==> config.mk <==
export PLATFORM = sky130hd
export DESIGN_NAME = hwc_tokenizer
export DESIGN_NICKNAME = d
export VERILOG_FILES = /design/src/rtl/hwc_pkg.sv /design/src/rtl/hwc_tokenizer.sv
export SDC_FILE = /design/constraint.sdc
export NUM_CORES = 1
export LEC_CHECK = 0
export ABC_AREA = 1
export BUFFER_PORTS_ARGS = -buffer_cell sky130_fd_sc_hd__buf_2
export CELL_PAD_IN_SITES_DETAIL_PLACEMENT = 2
export CELL_PAD_IN_SITES_GLOBAL_PLACEMENT = 2
export CORE_MARGIN = 2
export CORE_UTILIZATION = 25
export CTS_CLUSTER_SIZE = 20
export DETAILED_ROUTE_END_ITERATION = 6
export GPL_TIMING_DRIVEN = 0
export PLACE_DENSITY_LB_ADDON = 0.1
export SYNTH_ARGS = -nofsm -noshare
export SYNTH_HDL_FRONTEND = slang
export SYNTH_SLANG_ARGS = --single-unit
==> constraint.sdc <==
create_clock -name clk -period 8.2 [get_ports clk]
set_input_delay 0.82 -clock clk [delete_from_list [all_inputs] [get_ports clk]]
set_output_delay 0.82 -clock clk [all_outputs]
set_load 0.02 [all_outputs]
==> src/rtl/hwc_pkg.sv <==
// ============================================================================
// hwc_pkg
// Shared types, constants and helpers of the hashed word counter.
// ============================================================================
package hwc_pkg;

    localparam int unsigned TABLE_SIZE_DEF = 65536;
    localparam int unsigned HASH_W         = 64;
    localparam int unsigned COUNT_W        = 32;
    localparam int unsigned BUCKET_OUT_W   = 16;
    localparam int unsigned HASH_SHIFT     = 5;
    localparam int unsigned DIGIT_W        = 4;

    localparam logic [HASH_W-1:0] HASH_SEED = 64'd5381;

    localparam logic [7:0] CHAR_TAB       = 8'd9;
    localparam logic [7:0] CHAR_CR        = 8'd13;
    localparam logic [7:0] CHAR_SPACE     = 8'd32;
    localparam logic [7:0] CHAR_UPPER_A   = 8'h41;
    localparam logic [7:0] CHAR_UPPER_Z   = 8'h5a;
    localparam logic [7:0] CHAR_LOWER_A   = 8'h61;
    localparam logic [7:0] CHAR_LOWER_Z   = 8'h7a;
    localparam logic [7:0] CASE_BIT       = 8'h20;

    // finished token heading for the bucket reduction
    typedef struct packed {
        logic              valid;
        logic [HASH_W-1:0] hash;
    } tok_item_t;

    function automatic logic is_space_byte(input logic [7:0] c);
        return ((c >= CHAR_TAB) && (c <= CHAR_CR)) || (c == CHAR_SPACE);
    endfunction

    function automatic logic [7:0] fold_case(input logic [7:0] c);
        if ((c >= CHAR_UPPER_A) && (c <= CHAR_UPPER_Z))
        begin
            return c | CASE_BIT;
        end
        return c;
    endfunction

    function automatic logic is_lower_letter(input logic [7:0] c);
        return (c >= CHAR_LOWER_A) && (c <= CHAR_LOWER_Z);
    endfunction

endpackage

==> src/rtl/hwc_tokenizer.sv <==
// ============================================================================
// hwc_tokenizer
// Splits the byte stream into tokens and keeps the running djb2 hash.
// ============================================================================
module hwc_tokenizer
(
    input  logic               clk,
    input  logic               rst_n,
    input  logic               accept,
    input  logic [7:0]         text_byte,
    input  logic               end_of_text,
    output hwc_pkg::tok_item_t tok
);
    import hwc_pkg::*;

    logic              in_token_reg;
    logic              in_token_next;
    logic [HASH_W-1:0] hash_reg;
    logic [HASH_W-1:0] hash_next;
    logic [HASH_W-1:0] hash_base;
    logic [7:0]        folded;
    logic              closing;

    assign closing = end_of_text || is_space_byte(text_byte);
    assign folded  = fold_case(text_byte);

    always_comb
    begin
        in_token_next = in_token_reg;
        hash_next     = hash_reg;
        hash_base     = in_token_reg ? hash_reg : HASH_SEED;
        if (accept)
        begin
            if (closing)
            begin
                in_token_next = 1'b0;
                hash_next     = HASH_SEED;
            end
            else
            begin
                in_token_next = 1'b1;
                if (is_lower_letter(folded))
                begin
                    hash_next = (hash_base << HASH_SHIFT) + hash_base + HASH_W'(folded);
                end
                else
                begin
                    hash_next = hash_base;
                end
            end
        end
    end

    always_ff @(posedge clk or negedge rst_n)
    begin
        if (!rst_n)
        begin
            in_token_reg <= 1'b0;
            hash_reg     <= HASH_SEED;
        end
        else
        begin
            in_token_reg <= in_token_next;
            hash_reg     <= hash_next;
        end
    end

    // a token closes on whitespace or end marker only when one is open
    assign tok.valid = accept && closing && in_token_reg;
    assign tok.hash  = hash_reg;

endmodule

==> summary by stage <==
Yosys
The share of async-settable or async-resettable flops after synthesis is 1.00. The per-instance average area after synthesis is 5.45 um2. The area share of the leading cell type in the synthesized netlist is 0.298. The number of standard cells after synthesis is 1871. When the netlist entered floorplanning its net count stood at 2009.

The total of warnings raised by yosys is 0. The share of the Yosys chip area taken by registers is 0.160. The cell taking the most area after synthesis is sky130_fd_sc_hd__nand2_1.

The synthesized flop and latch total is 65. Counting instances in the post-synthesis netlist gives the leading cell types as sky130_fd_sc_hd__nand2_1 (810), sky130_fd_sc_hd__inv_1 (424), sky130_fd_sc_hd__ha_1 (122), sky130_fd_sc_hd__nor2_1 (102), sky130_fd_sc_hd__a21oi_1 (90). The most common cell in the synthesized netlist is sky130_fd_sc_hd__nand2_1. Sorting the synthesized cells by area gives the leading types as sky130_fd_sc_hd__nand2_1 (30%), sky130_fd_sc_hd__inv_1 (16%), sky130_fd_sc_hd__ha_1 (15%). Counting flops with a built-in enable in the synthesized netlist gives 0. The most used flip-flop cell after synthesis is sky130_fd_sc_hd__dfrtp_1. The unique cell type count in the Yosys netlist is 41. The netlist area before placement is 10200 um2.

Setup path
Data on the critical path is required at its endpoint by 8.47 ns. The kind of start point of the critical path is an input port. The path type of the worst setup path is in -> reg. The slowest stage cell on the critical path is sky130_fd_sc_hd__clkbuf_1.

The beginning of the worst register-to-register path is in_token_reg. In this design, the stage delay of the slowest critical-path cell is 0.63 ns. The critical path starts at text_byte[1]. The arrival time at the worst endpoint is 5.10 ns. The worst setup path is captured at a flop. The cell that appears most often on the critical path is sky130_fd_sc_hd__nand2_1. Along the worst path, the maximum fanout reaches 10.

Detailed routing
The detailed router placed 11600 vias in this run. The via-per-instance ratio is 4.68. The number of design rule violations left after detail routing is 0. The routed design has 49.4 mm of wire. The starting DRC count in detailed routing is 493. The number of nets with antenna violations after detailed routing is 0. The number of optimization iterations in the first detailed-route pass is 4. The average wire per standard cell is 19.8 um.

STA
The hold slack is 0.366 ns. The final hold violation count is 0. The actual transition at the worst max-transition pin is 1.13 ns. For the final routed database, the setup TNS stands at 0 ns. The final max-slew violation count is 0. Setup repair after global routing left no endpoint under its margin. In the finished design, the share of the clock period the worst path needs comes to 0.589. On the final layout, the worst clock skew is 0.0193 ns. The headroom to the max-slew limit is 0.246. Setup violations remaining at the end of the flow were counted as 0.

The time the worst path needs with I/O delays and setup is 4.83 ns. The maximum clock frequency is 207 MHz.

Global route
The maximum number of pins on one net before global-route repair is 43. The via count of the first global-routing pass is 12500. The initial antenna violation count is 1. The aggregate global-route resource usage is 0.243. The first global-routing pass estimated 75.8 mm of wire. The total congestion overflow after global routing is 0.

Power and ir drop
The power share of the combinational group is 0.298. The share of total power dissipated in the clock network is 0.394. The worst IR drop on VDD is 107 uV.

Of the total power, the share spent switching nets is 0.390. The share of total power dissipated in sequential elements is 0.307. The overall power of the completed layout is 1.18 mW. Summed over all nets, the switching power comes to 0.459 mW. The total internal power is 0.716 mW.

The static leakage is 7.63 nW. Power spread over the standard cell area amounts to 101 nW/um2.

Finish
At the end of the flow, the number of nets in the layout was 2097. The area growth from synthesis to layout is 13.6%. The number of antenna diodes in the final layout is 0. The ratio of cells with drive above 1 in the final layout is 0.0708. The layout has 5213 filler cells. The register with the most flip-flops in the layout has 64 of them.

Clock network
The number of clock sinks is 65. The clock-pin transition on the worst setup and hold timing paths is 0.06 ns. Clock tree synthesis inserted a total of 9 buffers. TritonCTS built the clock tree.

The count of H-tree levels built during CTS is 3. For the worst-skew pair, the clock arrives at the later sink with an insertion delay of 0.40 ns. The maximum clock insertion buffer count is 2. In this run the post-CTS setup repair buffer count came out at 0. The number of buffers inserted by hold repair at cts is 0. Gates resized during post-CTS repair numbered 0.

The cell at the root of the clock tree is sky130_fd_sc_hd__clkbuf_16.

Hold path
The worst hold path class is in -> async.

Die
The horizontal extent of the die is 206 um. The die is 206 um tall. The effective utilization at floorplan is 0.255. The core area is 40000 um2. Row generation in the floorplan step produced 73 rows. The total die area is 42400 um2.

The count of boundary I/O pins is 77.

Run status
The flow ran to the end, and the final reports show no timing, DRC or antenna violations.

Job
The tool flagged a number of max-cap violations equal to 0.

Place
Detailed placement ended at an HPWL of 42.9 mm. At the end of routability-driven placement, the weighted congestion stood at 0.881. The number of I/O port buffers is 76.
through the flow:
step | worst slack, ns | instance area [um2] | instances | utilization
2_1_floorplan | 4.77 | 10200 | 1871 | -
3_3_place_gp | 3.13 | 11200 | 2472 | 0.281
3_5_place_dp | 3.00 | 11300 | 2473 | 0.281
4_1_cts | 3.41 | 11600 | 2489 | 0.289
5_1_grt | 3.05 | 11600 | 2489 | 0.289
6_report | 3.37 | 11600 | 2489 | 0.289
placed cells by master (no fill, tap or decap), types with 3 or more instances in the layout:
| cell type | netlist | layout |
|---|---|---|
| sky130_fd_sc_hd__nor3_1 | 13 | 13 |
| sky130_fd_sc_hd__nor2_1 | 102 | 102 |
| sky130_fd_sc_hd__nand3_2 | 4 | 4 |
| sky130_fd_sc_hd__o21ai_0 | 50 | 50 |
| sky130_fd_sc_hd__inv_2 | 4 | 4 |
| sky130_fd_sc_hd__a21oi_1 | 90 | 90 |
| sky130_fd_sc_hd__a21oi_2 | 10 | 10 |
| sky130_fd_sc_hd__dfstp_2 | 5 | 5 |
| sky130_fd_sc_hd__o21bai_1 | 4 | 4 |
| sky130_fd_sc_hd__buf_4 | 2 | 3 |
| sky130_fd_sc_hd__nor2_2 | 3 | 3 |
| sky130_fd_sc_hd__clkbuf_1 | 16 | 17 |
| sky130_fd_sc_hd__or2_2 | 3 | 3 |
| sky130_fd_sc_hd__clkbuf_16 | 0 | 9 |
| sky130_fd_sc_hd__buf_6 | 3 | 3 |
| sky130_fd_sc_hd__nand3_1 | 84 | 84 |
| sky130_fd_sc_hd__dfrtp_1 | 60 | 60 |
| sky130_fd_sc_hd__ha_1 | 122 | 122 |
| sky130_fd_sc_hd__buf_2 | 6 | 81 |
| sky130_fd_sc_hd__buf_1 | 4 | 4 |
| sky130_fd_sc_hd__xor2_1 | 18 | 18 |
| sky130_fd_sc_hd__inv_1 | 424 | 424 |
| sky130_fd_sc_hd__fa_1 | 4 | 4 |
| sky130_fd_sc_hd__nand2_1 | 810 | 810 |
| sky130_fd_sc_hd__o221ai_1 | 3 | 3 |
| sky130_fd_sc_hd__o21ai_1 | 5 | 5 |
power by group through the flow:
stage | registers [mW] | clock network, mW | logic, mW
2_1_floorplan | 0.389 | 0 | 0.183
3_3_place_gp | 0.366 | 0 | 0.343
3_5_place_dp | 0.367 | 0 | 0.354
4_1_cts | 0.362 | 0.482 | 0.356
5_1_grt | 0.365 | 0.487 | 0.392
6_report | 0.361 | 0.463 | 0.351
area by class of cell:
cell class / instances / area [um2] / share of cell area
Tap cell: 525 / 657 / 0.0567
Multi-Input combinational cell: 1345 / 6790 / 0.586
Clock buffer: 11 / 243 / 0.0210
Inverter: 429 / 1610 / 0.139
Timing Repair Buffer: 77 / 410 / 0.0354
Buffer: 32 / 159 / 0.0137
Clock inverter: 5 / 80.1 / 0.00692
Sequential cell: 65 / 1630 / 0.141
worst paths after layout:
kind                           endpoint  slack (ns)  depth (start not counted)
min in group clk           hash_reg[55]        0.50                          2
setup / recovery           hash_reg[62]        3.37                         26
hold / removal             hash_reg[24]        0.37                          1
hold reg to reg            hash_reg[55]        0.50                          2
setup reg to reg           hash_reg[62]        3.58                         19
max in group asynchronous   hash_reg[2]        7.18                          2
cells by family after synthesis:
kind of cell,count (synthesis),share of synthesized area
AOI/OAI and AO/OA,171,0.0931
adders and majority gates,126,0.158
xor gates and xnor gates,19,0.0163
buffers and inverters,461,0.174
DFF,65,0.160
and+or+nand+nor,1029,0.399
worst max-delay path, delay by kind of cell:
family        cells  cell delay [ns]
simple gates     18             2.51
buf+inv           6             1.10
fa+ha+maj         2             0.66
layer usage:
metal | routed length [um] | global-route usage
met5 | 0 | 0
met3 | 1400 | 0.0326
met4 | 1110 | 0.0648
met1 | 24700 | 0.334
met2 | 22100 | 0.400
Note: power is estimated with default switching activity, not from simulation.
