`src/rtl/hwc_pkg.sv`:
```
// ============================================================================
// hwc_pkg
// Shared types, constants and helpers of the hashed word counter.
// ============================================================================
package hwc_pkg;

    localparam int unsigned TABLE_SIZE_DEF = 65536;
    localparam int unsigned HASH_W         = 64;
    localparam int unsigned COUNT_W        = 32;
    localparam int unsigned BUCKET_OUT_W   = 16;
    localparam int unsigned HASH_SHIFT     = 5;
    localparam int unsigned DIGIT_W        = 4;

    localparam logic [HASH_W-1:0] HASH_SEED = 64'd5381;

    localparam logic [7:0] CHAR_TAB       = 8'd9;
    localparam logic [7:0] CHAR_CR        = 8'd13;
    localparam logic [7:0] CHAR_SPACE     = 8'd32;
    localparam logic [7:0] CHAR_UPPER_A   = 8'h41;
    localparam logic [7:0] CHAR_UPPER_Z   = 8'h5a;
    localparam logic [7:0] CHAR_LOWER_A   = 8'h61;
    localparam logic [7:0] CHAR_LOWER_Z   = 8'h7a;
    localparam logic [7:0] CASE_BIT       = 8'h20;

    // finished token heading for the bucket reduction
    typedef struct packed {
        logic              valid;
        logic [HASH_W-1:0] hash;
    } tok_item_t;

    function automatic logic is_space_byte(input logic [7:0] c);
        return ((c >= CHAR_TAB) && (c <= CHAR_CR)) || (c == CHAR_SPACE);
    endfunction

    function automatic logic [7:0] fold_case(input logic [7:0] c);
        if ((c >= CHAR_UPPER_A) && (c <= CHAR_UPPER_Z))
        begin
            return c | CASE_BIT;
        end
        return c;
    endfunction

    function automatic logic is_lower_letter(input logic [7:0] c);
        return (c >= CHAR_LOWER_A) && (c <= CHAR_LOWER_Z);
    endfunction

endpackage

```
`src/rtl/hwc_mod_reduce.sv`:
```
// ============================================================================
// hwc_mod_reduce
// Pipelined hash modulo table size, one hex digit of the hash per stage.
// ============================================================================
module hwc_mod_reduce
#(
    parameter int unsigned TABLE_SIZE = hwc_pkg::TABLE_SIZE_DEF,
    parameter int unsigned ADDR_W     = $clog2(hwc_pkg::TABLE_SIZE_DEF)
)
(
    input  logic               clk,
    input  logic               rst_n,
    input  logic               advance,
    input  hwc_pkg::tok_item_t tok,
    output logic               bucket_valid,
    output logic [ADDR_W-1:0]  bucket
);
    import hwc_pkg::*;

    localparam int unsigned DIGITS = HASH_W / DIGIT_W;
    localparam int unsigned VW     = ADDR_W + DIGIT_W;
    localparam int unsigned RADIX  = 1 << DIGIT_W;

    logic              valid_reg [DIGITS];
    logic [ADDR_W-1:0] rem_reg   [DIGITS];
    logic [HASH_W-1:0] hash_reg  [DIGITS-1];

    // (rem * radix + digit) mod table size; rem < table size keeps the quotient below radix
    function automatic logic [ADDR_W-1:0] digit_step(input logic [ADDR_W-1:0] rem,
                                                     input logic [DIGIT_W-1:0] dig);
        logic [VW-1:0] v;
        logic [VW-1:0] r;
        v = {rem, dig};
        r = v;
        for (int k = 1; k < RADIX; k++)
        begin
            if (v >= VW'(k * TABLE_SIZE))
            begin
                r = v - VW'(k * TABLE_SIZE);
            end
        end
        return r[ADDR_W-1:0];
    endfunction

    for (genvar s = 0; s < DIGITS; s++)
    begin : g_stage
        logic              src_valid;
        logic [ADDR_W-1:0] src_rem;
        logic [HASH_W-1:0] src_hash;

        if (s == 0)
        begin : g_first
            assign src_valid = tok.valid;
            assign src_rem   = '0;
            assign src_hash  = tok.hash;
        end
        else
        begin : g_next
            assign src_valid = valid_reg[s-1];
            assign src_rem   = rem_reg[s-1];
            assign src_hash  = hash_reg[s-1];
        end

        always_ff @(posedge clk or negedge rst_n)
        begin
            if (!rst_n)
            begin
                valid_reg[s] <= 1'b0;
            end
            else if (advance)
            begin
                valid_reg[s] <= src_valid;
            end
        end

        always_ff @(posedge clk)
        begin
            if (advance)
            begin
                rem_reg[s] <= digit_step(src_rem, src_hash[HASH_W-1 -: DIGIT_W]);
            end
        end

        if (s < DIGITS - 1)
        begin : g_shift
            always_ff @(posedge clk)
            begin
                if (advance)
                begin
                    hash_reg[s] <= src_hash << DIGIT_W;
                end
            end
        end
    end

    assign bucket_valid = valid_reg[DIGITS-1];
    assign bucket       = rem_reg[DIGITS-1];

endmodule

```
`config.mk`:
```
export PLATFORM = sky130hd
export DESIGN_NAME = hwc_mod_reduce
export DESIGN_NICKNAME = d
export VERILOG_FILES = /design/src/rtl/hwc_pkg.sv /design/src/rtl/hwc_mod_reduce.sv
export SDC_FILE = /design/constraint.sdc
export NUM_CORES = 1
export LEC_CHECK = 0
export BUFFER_PORTS_ARGS = -buffer_cell sky130_fd_sc_hd__buf_2
export CORE_ASPECT_RATIO = 0.8
export CORE_MARGIN = 3
export CORE_UTILIZATION = 30
export DETAILED_ROUTE_END_ITERATION = 10
export PLACE_DENSITY = 0.44
export SLEW_MARGIN = 30
export SYNTH_ARGS = -nofsm -noshare
export SYNTH_HDL_FRONTEND = slang
export SYNTH_SLANG_ARGS = --single-unit
```
`constraint.sdc`:
```
create_clock -name clk -period 0.95 [get_ports clk]
set_input_delay 0.19 -clock clk [delete_from_list [all_inputs] [get_ports clk]]
set_output_delay 0.19 -clock clk [all_outputs]
set_load 0.03 [all_outputs]
```
==> impl_results.md, run 1 <==
- Worst path bufs/invs: 1
- Initial antenna violation count: 0
- Pin count of the biggest net entering global routing: 49
- Final setup viols: 17
- Pre-CTS WS: -0.0887 ns
- # H-tree levels: 1
- Main combinational cell family by area after synthesis: multiplexers
- Setup CP Type: reg -> out
- CP Max Fanout: 1
- Failing checks: setup timing
- Area of the multi-input gates: ~220 um2
- Mux cell area share after synthesis: 2.61%
- TritonCTS clock tree: built
- Slew Limit Headroom: 75.7%
- Sequential share of the synthesized area: a little over nine tenths
- Residual DRC count: 0
- Worst setup startpoint: rem_reg[3][58]
- Most common cell in the netlist: edfxtp_1
- Row count: between 50 and 60
- Starting DRT DRC Count: 186
- Worst-case reg-to-reg path depth: 1
- Clock Pin Slew Worst Setup and Hold Paths: 0.06 ns
- Run status: finished with violations
- Clock Latency Late Sink: 0.52 ns
- Critical Path AT: 1.06 ns
- Worst path cell trace: buf_6
- Clock buffer count from CTS: 27
- Final wirelength: 8590 um
- Synth Area per Inst: 28.7 um2
- Clock Root Buffer: clkbuf_16
- Post-route antenna net violation count: 0
- Area grow syn2layout: 25.2%
- Crit path required time: 0.76 ns
- Slowest cell delay on critical path: 0.39 ns
- Vias in the first global route: just over 3000
- Die Span X: 192 um
- Max-cap viol count: 0
- Simple-gate share of the synthesized area: 0%
- Achievable clock frequency: 803 MHz
- Synth cell types: 6
- Syn nets: 358
- Crit path depth: 1
- Post-synthesis cell area: about 0.0083 mm2
- Post-synth EDFFs: 256
- P per Cell Area: 2480 mW/mm2
- Number of synthesized register bits: 272
- Synth Warn #: 0
- Synth Instances: 290
- Routability cong.: 0.572
- R2R Path End: bucket_valid
- Routed length per instance: 11.0 um
- Diodes inserted: 0
- Die Area: 0.0298 mm2
- Synth Area in XOR/XNOR: 0%
- Starting Density: just over 30%
- Top-area cell type share of the netlist area: 92.2%
- Final hold violation count: 0
- I/O pin total: 85
- Compound-Gate Fraction of Synth Area: 0%
- Slew @ Worst Pin: roughly 0.36 ns
- Reg-to-Reg Start: g_stage[15].src_valid
- Buffers on Ports: 36
- Commonest cells post-synth: edfxtp_1, dfrtp_1, mux2_4, mux2_2
- DR vias: just under 3000
- Final worst slack: -0.296 ns
- Post-DR vias/cell: 3.72
- Crit end category: primary output
- Reg area: slightly above 0.008 mm2
- Non-Filler Instances: 779
- Tightest Hold Check Type: in -> reg
- NumNets Final: 470
- Gr usage total: 6.00%
- Top_reg_cell synth: edfxtp_1
- Leading area contributor after synthesis: edfxtp_1
- Postcts setup bufs: 0
- First-pass GRT wire length: between 10000 and 15000 um
- Total gr overflow: 0
- Worst Setup EP: bucket[10]
- Core Region: 0.0268 mm2
- Fillers: roughly 2400
- Max reg flops: 216
- Post-Route Skew: 0.0120 ns
- Pleak: 0.00367 uW
- Hpwl dp: 4610 um
- Synth top area cells: edfxtp_1, dfrtp_1, mux2_4
- Die Y: 155 um
- Clock Sinks: 272
- Crit start category: flop
- Total power: between 20000 and 30000 uW
- Period utilization: 131%
- Worst VDD drop: around 1400 uV
- CTS max path bufs: 3
- RSZ-0062 raised after global routing: true
- Flop-to-flop setup slack: 0.18 ns
- Post-placement cell count: 712
- Fraction of layout cells with a size suffix above 1: 28.4%
- Crit path max-delay cell type: edfxtp_1
- Synth Area in Adders: 0%
- Number of detailed-route iterations in the first pass: 4
- Min Clock Period, post-route: between 1 and 1.5 ns
- Slew Viols, Final: 0
- Asr flop ratio synth: 5.88%
- Top Family by Delay on Critical Path: flip-flops
-- layout make-up --
class | count | area share (%)
Sequential cell | 272 | 77.5
Clock buffer | 39 | 7.29
Multi-Input combinational cell | 16 | 2.09
Timing Repair Buffer | 85 | 7.64
Clock inverter | 10 | 1.19
Tap cell | 357 | 4.28
-- power by group --
group | switching (uW) | internal (uW) | leakage [uW] | total [uW]
clock network | 4060 | 6340 | 0.000432 | 10400
logic | 468 | 608 | 0.000544 | 1080
registers | 290 | 14100 | 0.00270 | 14400
total | 4820 | 21100 | 0.00367 | 25900
-- worst min-delay path by stage --
| stage | from | to | depth (start not counted) |
|---|---|---|---|
| after floorplan | rst_n | bucket_valid | 0 |
| after global routing | advance | hash_reg[5][28] | 2 |
| final | advance | hash_reg[5][28] | 2 |
| after CTS | advance | hash_reg[5][28] | 2 |
| after detailed placement | rst_n | g_stage[11].src_valid | 1 |
| after global placement | rst_n | g_stage[13].src_valid | 1 |
-- metal layers --
metal | up-vias | track usage (%) | share of wire, %
met5 | - | 0 | 0
met4 | 0 | 3.22 | 4.5
met3 | 30 | 2.03 | 5.7
met2 | 60 | 9.20 | 46
met1 | 1413 | 7.55 | 44
li1 | 1393 | - | -
-- cells in the final DEF, fill, tap and decap left out --
master	netlist	final
bufinv_16	0	3
clkbuf_1	0	8
buf_6	1	17
clkbuf_16	0	27
buf_2	0	18
edfxtp_1	256	256
buf_8	0	1
dfrtp_1	16	16
inv_6	0	1
mux2_4	10	10
dlygate4sd3_1	0	18
clkinv_1	0	4
clkbuf_8	0	4
clkinv_2	0	2
buf_4	0	24
mux2_2	6	6
buf_12	1	7
-- per-stage QoR --
step | hold slack, ns | setup TNS, ns | area (um2) | utilization [%]
floorplan | -0.106 | 0 | 8340 | -
detailed placement | 0.136 | -4.58 | 9260 | 34.6
CTS | 0.0663 | -5.29 | 10400 | 38.9
finish | 0.0902 | -4.72 | 10400 | 38.9
global route | 0.0785 | -5.51 | 10400 | 38.9
global placement | 0.121 | -2.98 | 9260 | 34.6
-- cell families after synthesis --
| logic type | Yosys count |
|---|---|
| buffers and inverters | 2 |
| multiplexers | 16 |
| flip-flops | 272 |
-- repair_timing --
action | 4_1_cts | 5_1_grt
resized for setup | 34 | 0
hold buffers | 18 | 0
endpoints found under the hold margin | 33 | 0
setup endpoints to repair | 17 | 17
gates cloned | 0 | 0
No activity file was read; power rests on OpenSTA's default activity.
==> run 2, diff against run 1 <==
Settings changed: ABC_AREA set to 1.
==> impl_results.md, run 2 <==
- Run status: finished with violations (unchanged)
- Failing checks: setup timing (unchanged)
- Clock Pin Slew Worst Setup and Hold Paths: 0.06 ns (about the same)
- Crit start category: flop (unchanged)
- Die Span X: 193 um (was 192 um)
- Final wirelength: 8250 um (was 8590 um)
- Number of synthesized register bits: 272 (unchanged)
- Postcts setup bufs: 0 (unchanged)
- Core Region: 0.0274 mm2 (was 0.0268 mm2)
- Vias in the first global route: 3077 (was 3023)
- Total power: 24600 uW (was 25900 uW)
- Synth Area in Adders: 0% (unchanged)
- Pin count of the biggest net entering global routing: 51 (was 49)
- Finished Core Util: 37.3% (was 38.9%)
- Crit path max-delay cell type: edfxtp_1 (unchanged)
- Pleak: 0.00358 uW (was 0.00367 uW)
- Post-DR vias/cell: 3.73 (was 3.72)
- Final worst slack: -0.281 ns (was -0.296 ns)
- Worst path bufs/invs: 1 (unchanged)
- Buffers on Ports: 36 (unchanged)
- Die Area: 0.0300 mm2 (was 0.0298 mm2)
- Crit path required time: 0.76 ns (about the same)
- Clock Sinks: 272 (unchanged)
- Diodes inserted: 0 (unchanged)
- Residual DRC count: 0 (unchanged)
- Reg area: 0.00809 mm2 (unchanged)
- Final setup viols: 17 (unchanged)
- Clock Root Buffer: clkbuf_16 (unchanged)
- Achievable clock frequency: 812 MHz (was 803 MHz)
- Main combinational cell family by area after synthesis: simple AND/OR/NAND/NOR gates (was multiplexers)
- Worst VDD drop: 1280 uV (was 1380 uV)
- Cell area after layout: 0.0102 mm2 (was 0.0104 mm2)
- P per Cell Area: 2410 mW/mm2 (was 2480 mW/mm2)
- Setup CP Type: reg -> out (unchanged)
- Syn nets: 392 (was 358)
- Hold WS: 0.125 ns (was 0.0902 ns)
- Number of detailed-route iterations in the first pass: 4 (unchanged)
- Top_reg_cell synth: edfxtp_1 (unchanged)
- Period utilization: 130% (was 131%)
- CTS max path bufs: 3 (unchanged)
- Slew @ Worst Pin: 0.347 ns (was 0.365 ns)
- Initial antenna violation count: 0 (unchanged)
- Gr usage total: 5.72% (was 6.00%)
- Synth Area per Inst: 25.8 um2 (was 28.7 um2)
- Clock Latency Late Sink: 0.51 ns (was 0.52 ns)
- Synth Instances: 324 (was 290)
- Simple-gate share of the synthesized area: 2.75% (was 0%)
- Post-synth EDFFs: 256 (unchanged)
- Critical Path AT: 1.04 ns (was 1.06 ns)
- Leading area contributor after synthesis: edfxtp_1 (unchanged)
- Commonest non-fill, non-tap cell in the layout: edfxtp_1 (unchanged)
- Worst path cell trace: buf_6 (unchanged)
- Crit end category: primary output (unchanged)
- Total gr overflow: 0 (unchanged)
- Slowest cell delay on critical path: 0.38 ns (was 0.39 ns)
- RSZ-0062 raised after global routing: true (unchanged)
- Non-Filler Instances: 797 (was 779)
- Slew Limit Headroom: 76.9% (was 75.7%)
- Area grow syn2layout: 22.0% (was 25.2%)
- Routability cong.: 0.586 (was 0.572)
- DR vias: 2973 (was 2896)
- NumNets Final: 483 (was 470)
- Final hold violation count: 0 (unchanged)
- Most common cell in the netlist: edfxtp_1 (unchanged)
- Top Family by Delay on Critical Path: flip-flops (unchanged)
- Asr flop ratio synth: 5.88% (unchanged)
- Top-area cell type share of the netlist area: 91.8% (was 92.2%)
- Commonest cells post-synth: edfxtp_1, nand2_1, nand2_2, dfrtp_1, buf_6 (was edfxtp_1, dfrtp_1, mux2_4, mux2_2)
- Synth Area in XOR/XNOR: 0% (unchanged)
- Starting Density: 30.6% (was 31.1%)
- Commonest cells after routing, fill and taps aside: edfxtp_1, nand2_1, clkbuf_16 (was edfxtp_1, clkbuf_16, buf_4)
- Hpwl dp: 3940 um (was 4610 um)
- Starting DRT DRC Count: 231 (was 186)
- # H-tree levels: 1 (unchanged)
- Synth top area cells: edfxtp_1, dfrtp_1, nand2_2 (was edfxtp_1, dfrtp_1, mux2_4)
- Area of the multi-input gates: 230 um2 (was 218 um2)
- Die Y: 155 um (about the same)
- I/O pin total: 85 (unchanged)
- Post-placement cell count: 732 (was 712)
- Clock buffer count from CTS: 27 (unchanged)
- Slew Viols, Final: 0 (unchanged)
- Post-Route Skew: 0.00541 ns (was 0.0120 ns)
- TritonCTS clock tree: built (unchanged)
- Synth cell types: 7 (was 6)
- Fraction of layout cells with a size suffix above 1: 24.0% (was 28.4%)
- Sequential share of the synthesized area: 96.6% (was 97.0%)
- Compound-Gate Fraction of Synth Area: 0% (unchanged)
- First-pass GRT wire length: 14100 um (was 14500 um)
- Fillers: 2492 (was 2431)
- Min Clock Period, post-route: 1.23 ns (was 1.25 ns)
- CP Max Fanout: 1 (unchanged)
- Post-synthesis cell area: 0.00837 mm2 (was 0.00834 mm2)
- Max-cap viol count: 0 (unchanged)
- Max reg flops: 216 (unchanged)
- Row count: 54 (was 53)
- Mux cell area share after synthesis: 0% (was 2.61%)
- Tightest Hold Check Type: in -> reg (unchanged)
- Post-route antenna net violation count: 0 (unchanged)
- Routed length per instance: 10.4 um (was 11.0 um)
- Placed inst area: 0.00911 mm2 (was 0.00926 mm2)
- Synth Warn #: 0 (unchanged)
[run 2: power breakdown]
part           switching (uW)  internal, uW
sequential                205         14000
clock                    4020          5700
combinational             428           274
total                    4650         19900
[run 2: what timing repair did]
item / 4_1_cts / 5_1_grt
cloned: 0 / 0
hold buffers: 18 / 0
resized for setup: 34 / 0
pin swaps: 0 / 0
hold endpoints to repair: 33 / 0
endpoints found under the setup margin: 17 / 17
[run 2: path summary, 6_finish.rpt]
kind / slack [ns] / depth (start not counted) / start / end
min in group asynchronous: 0.13 / 2 / rst_n / g_stage[13].src_valid
worst min register to register: 0.41 / 0 / hash_reg[10][42] / hash_reg[11][46]
worst max-delay path: -0.28 / 1 / rem_reg[3][60] / bucket[12]
worst max register to register: 0.29 / 2 / g_stage[8].src_valid / g_stage[9].src_valid
worst min-delay path: 0.12 / 2 / advance / hash_reg[0][13]
max in group asynchronous: 0.57 / 2 / rst_n / g_stage[15].src_valid
[run 2: area by class of cell]
cell class,count,share of cell area [%]
inverters,1,0.110
flip-flops and latches,272,79.2
clock buffers,30,6.73
clock inverters,17,1.27
repair buffers,65,5.97
well taps,364,4.46
multi-input cells,48,2.25
[run 2: layer usage]
metal	track usage, %	vias up	part of all wire, %
met4	2.91	0	4.4
met2	9.18	61	46
met5	0	-	0
li1	-	1439	-
met3	2.05	31	6.4
met1	6.82	1442	43
[run 2: logic make-up after synthesis]
group | after synthesis
DFF | 272
buffers and inverters | 4
and+or+nand+nor | 48
[run 2: stage by stage]
step	TNS (ns)	worst slack [ns]
after CTS	-5.24	-0.330
after floorplan	0	0.221
final	-4.60	-0.281
after detailed placement	-11.43	-0.0914
after global placement	-6.33	-0.0570
after global routing	-5.54	-0.342
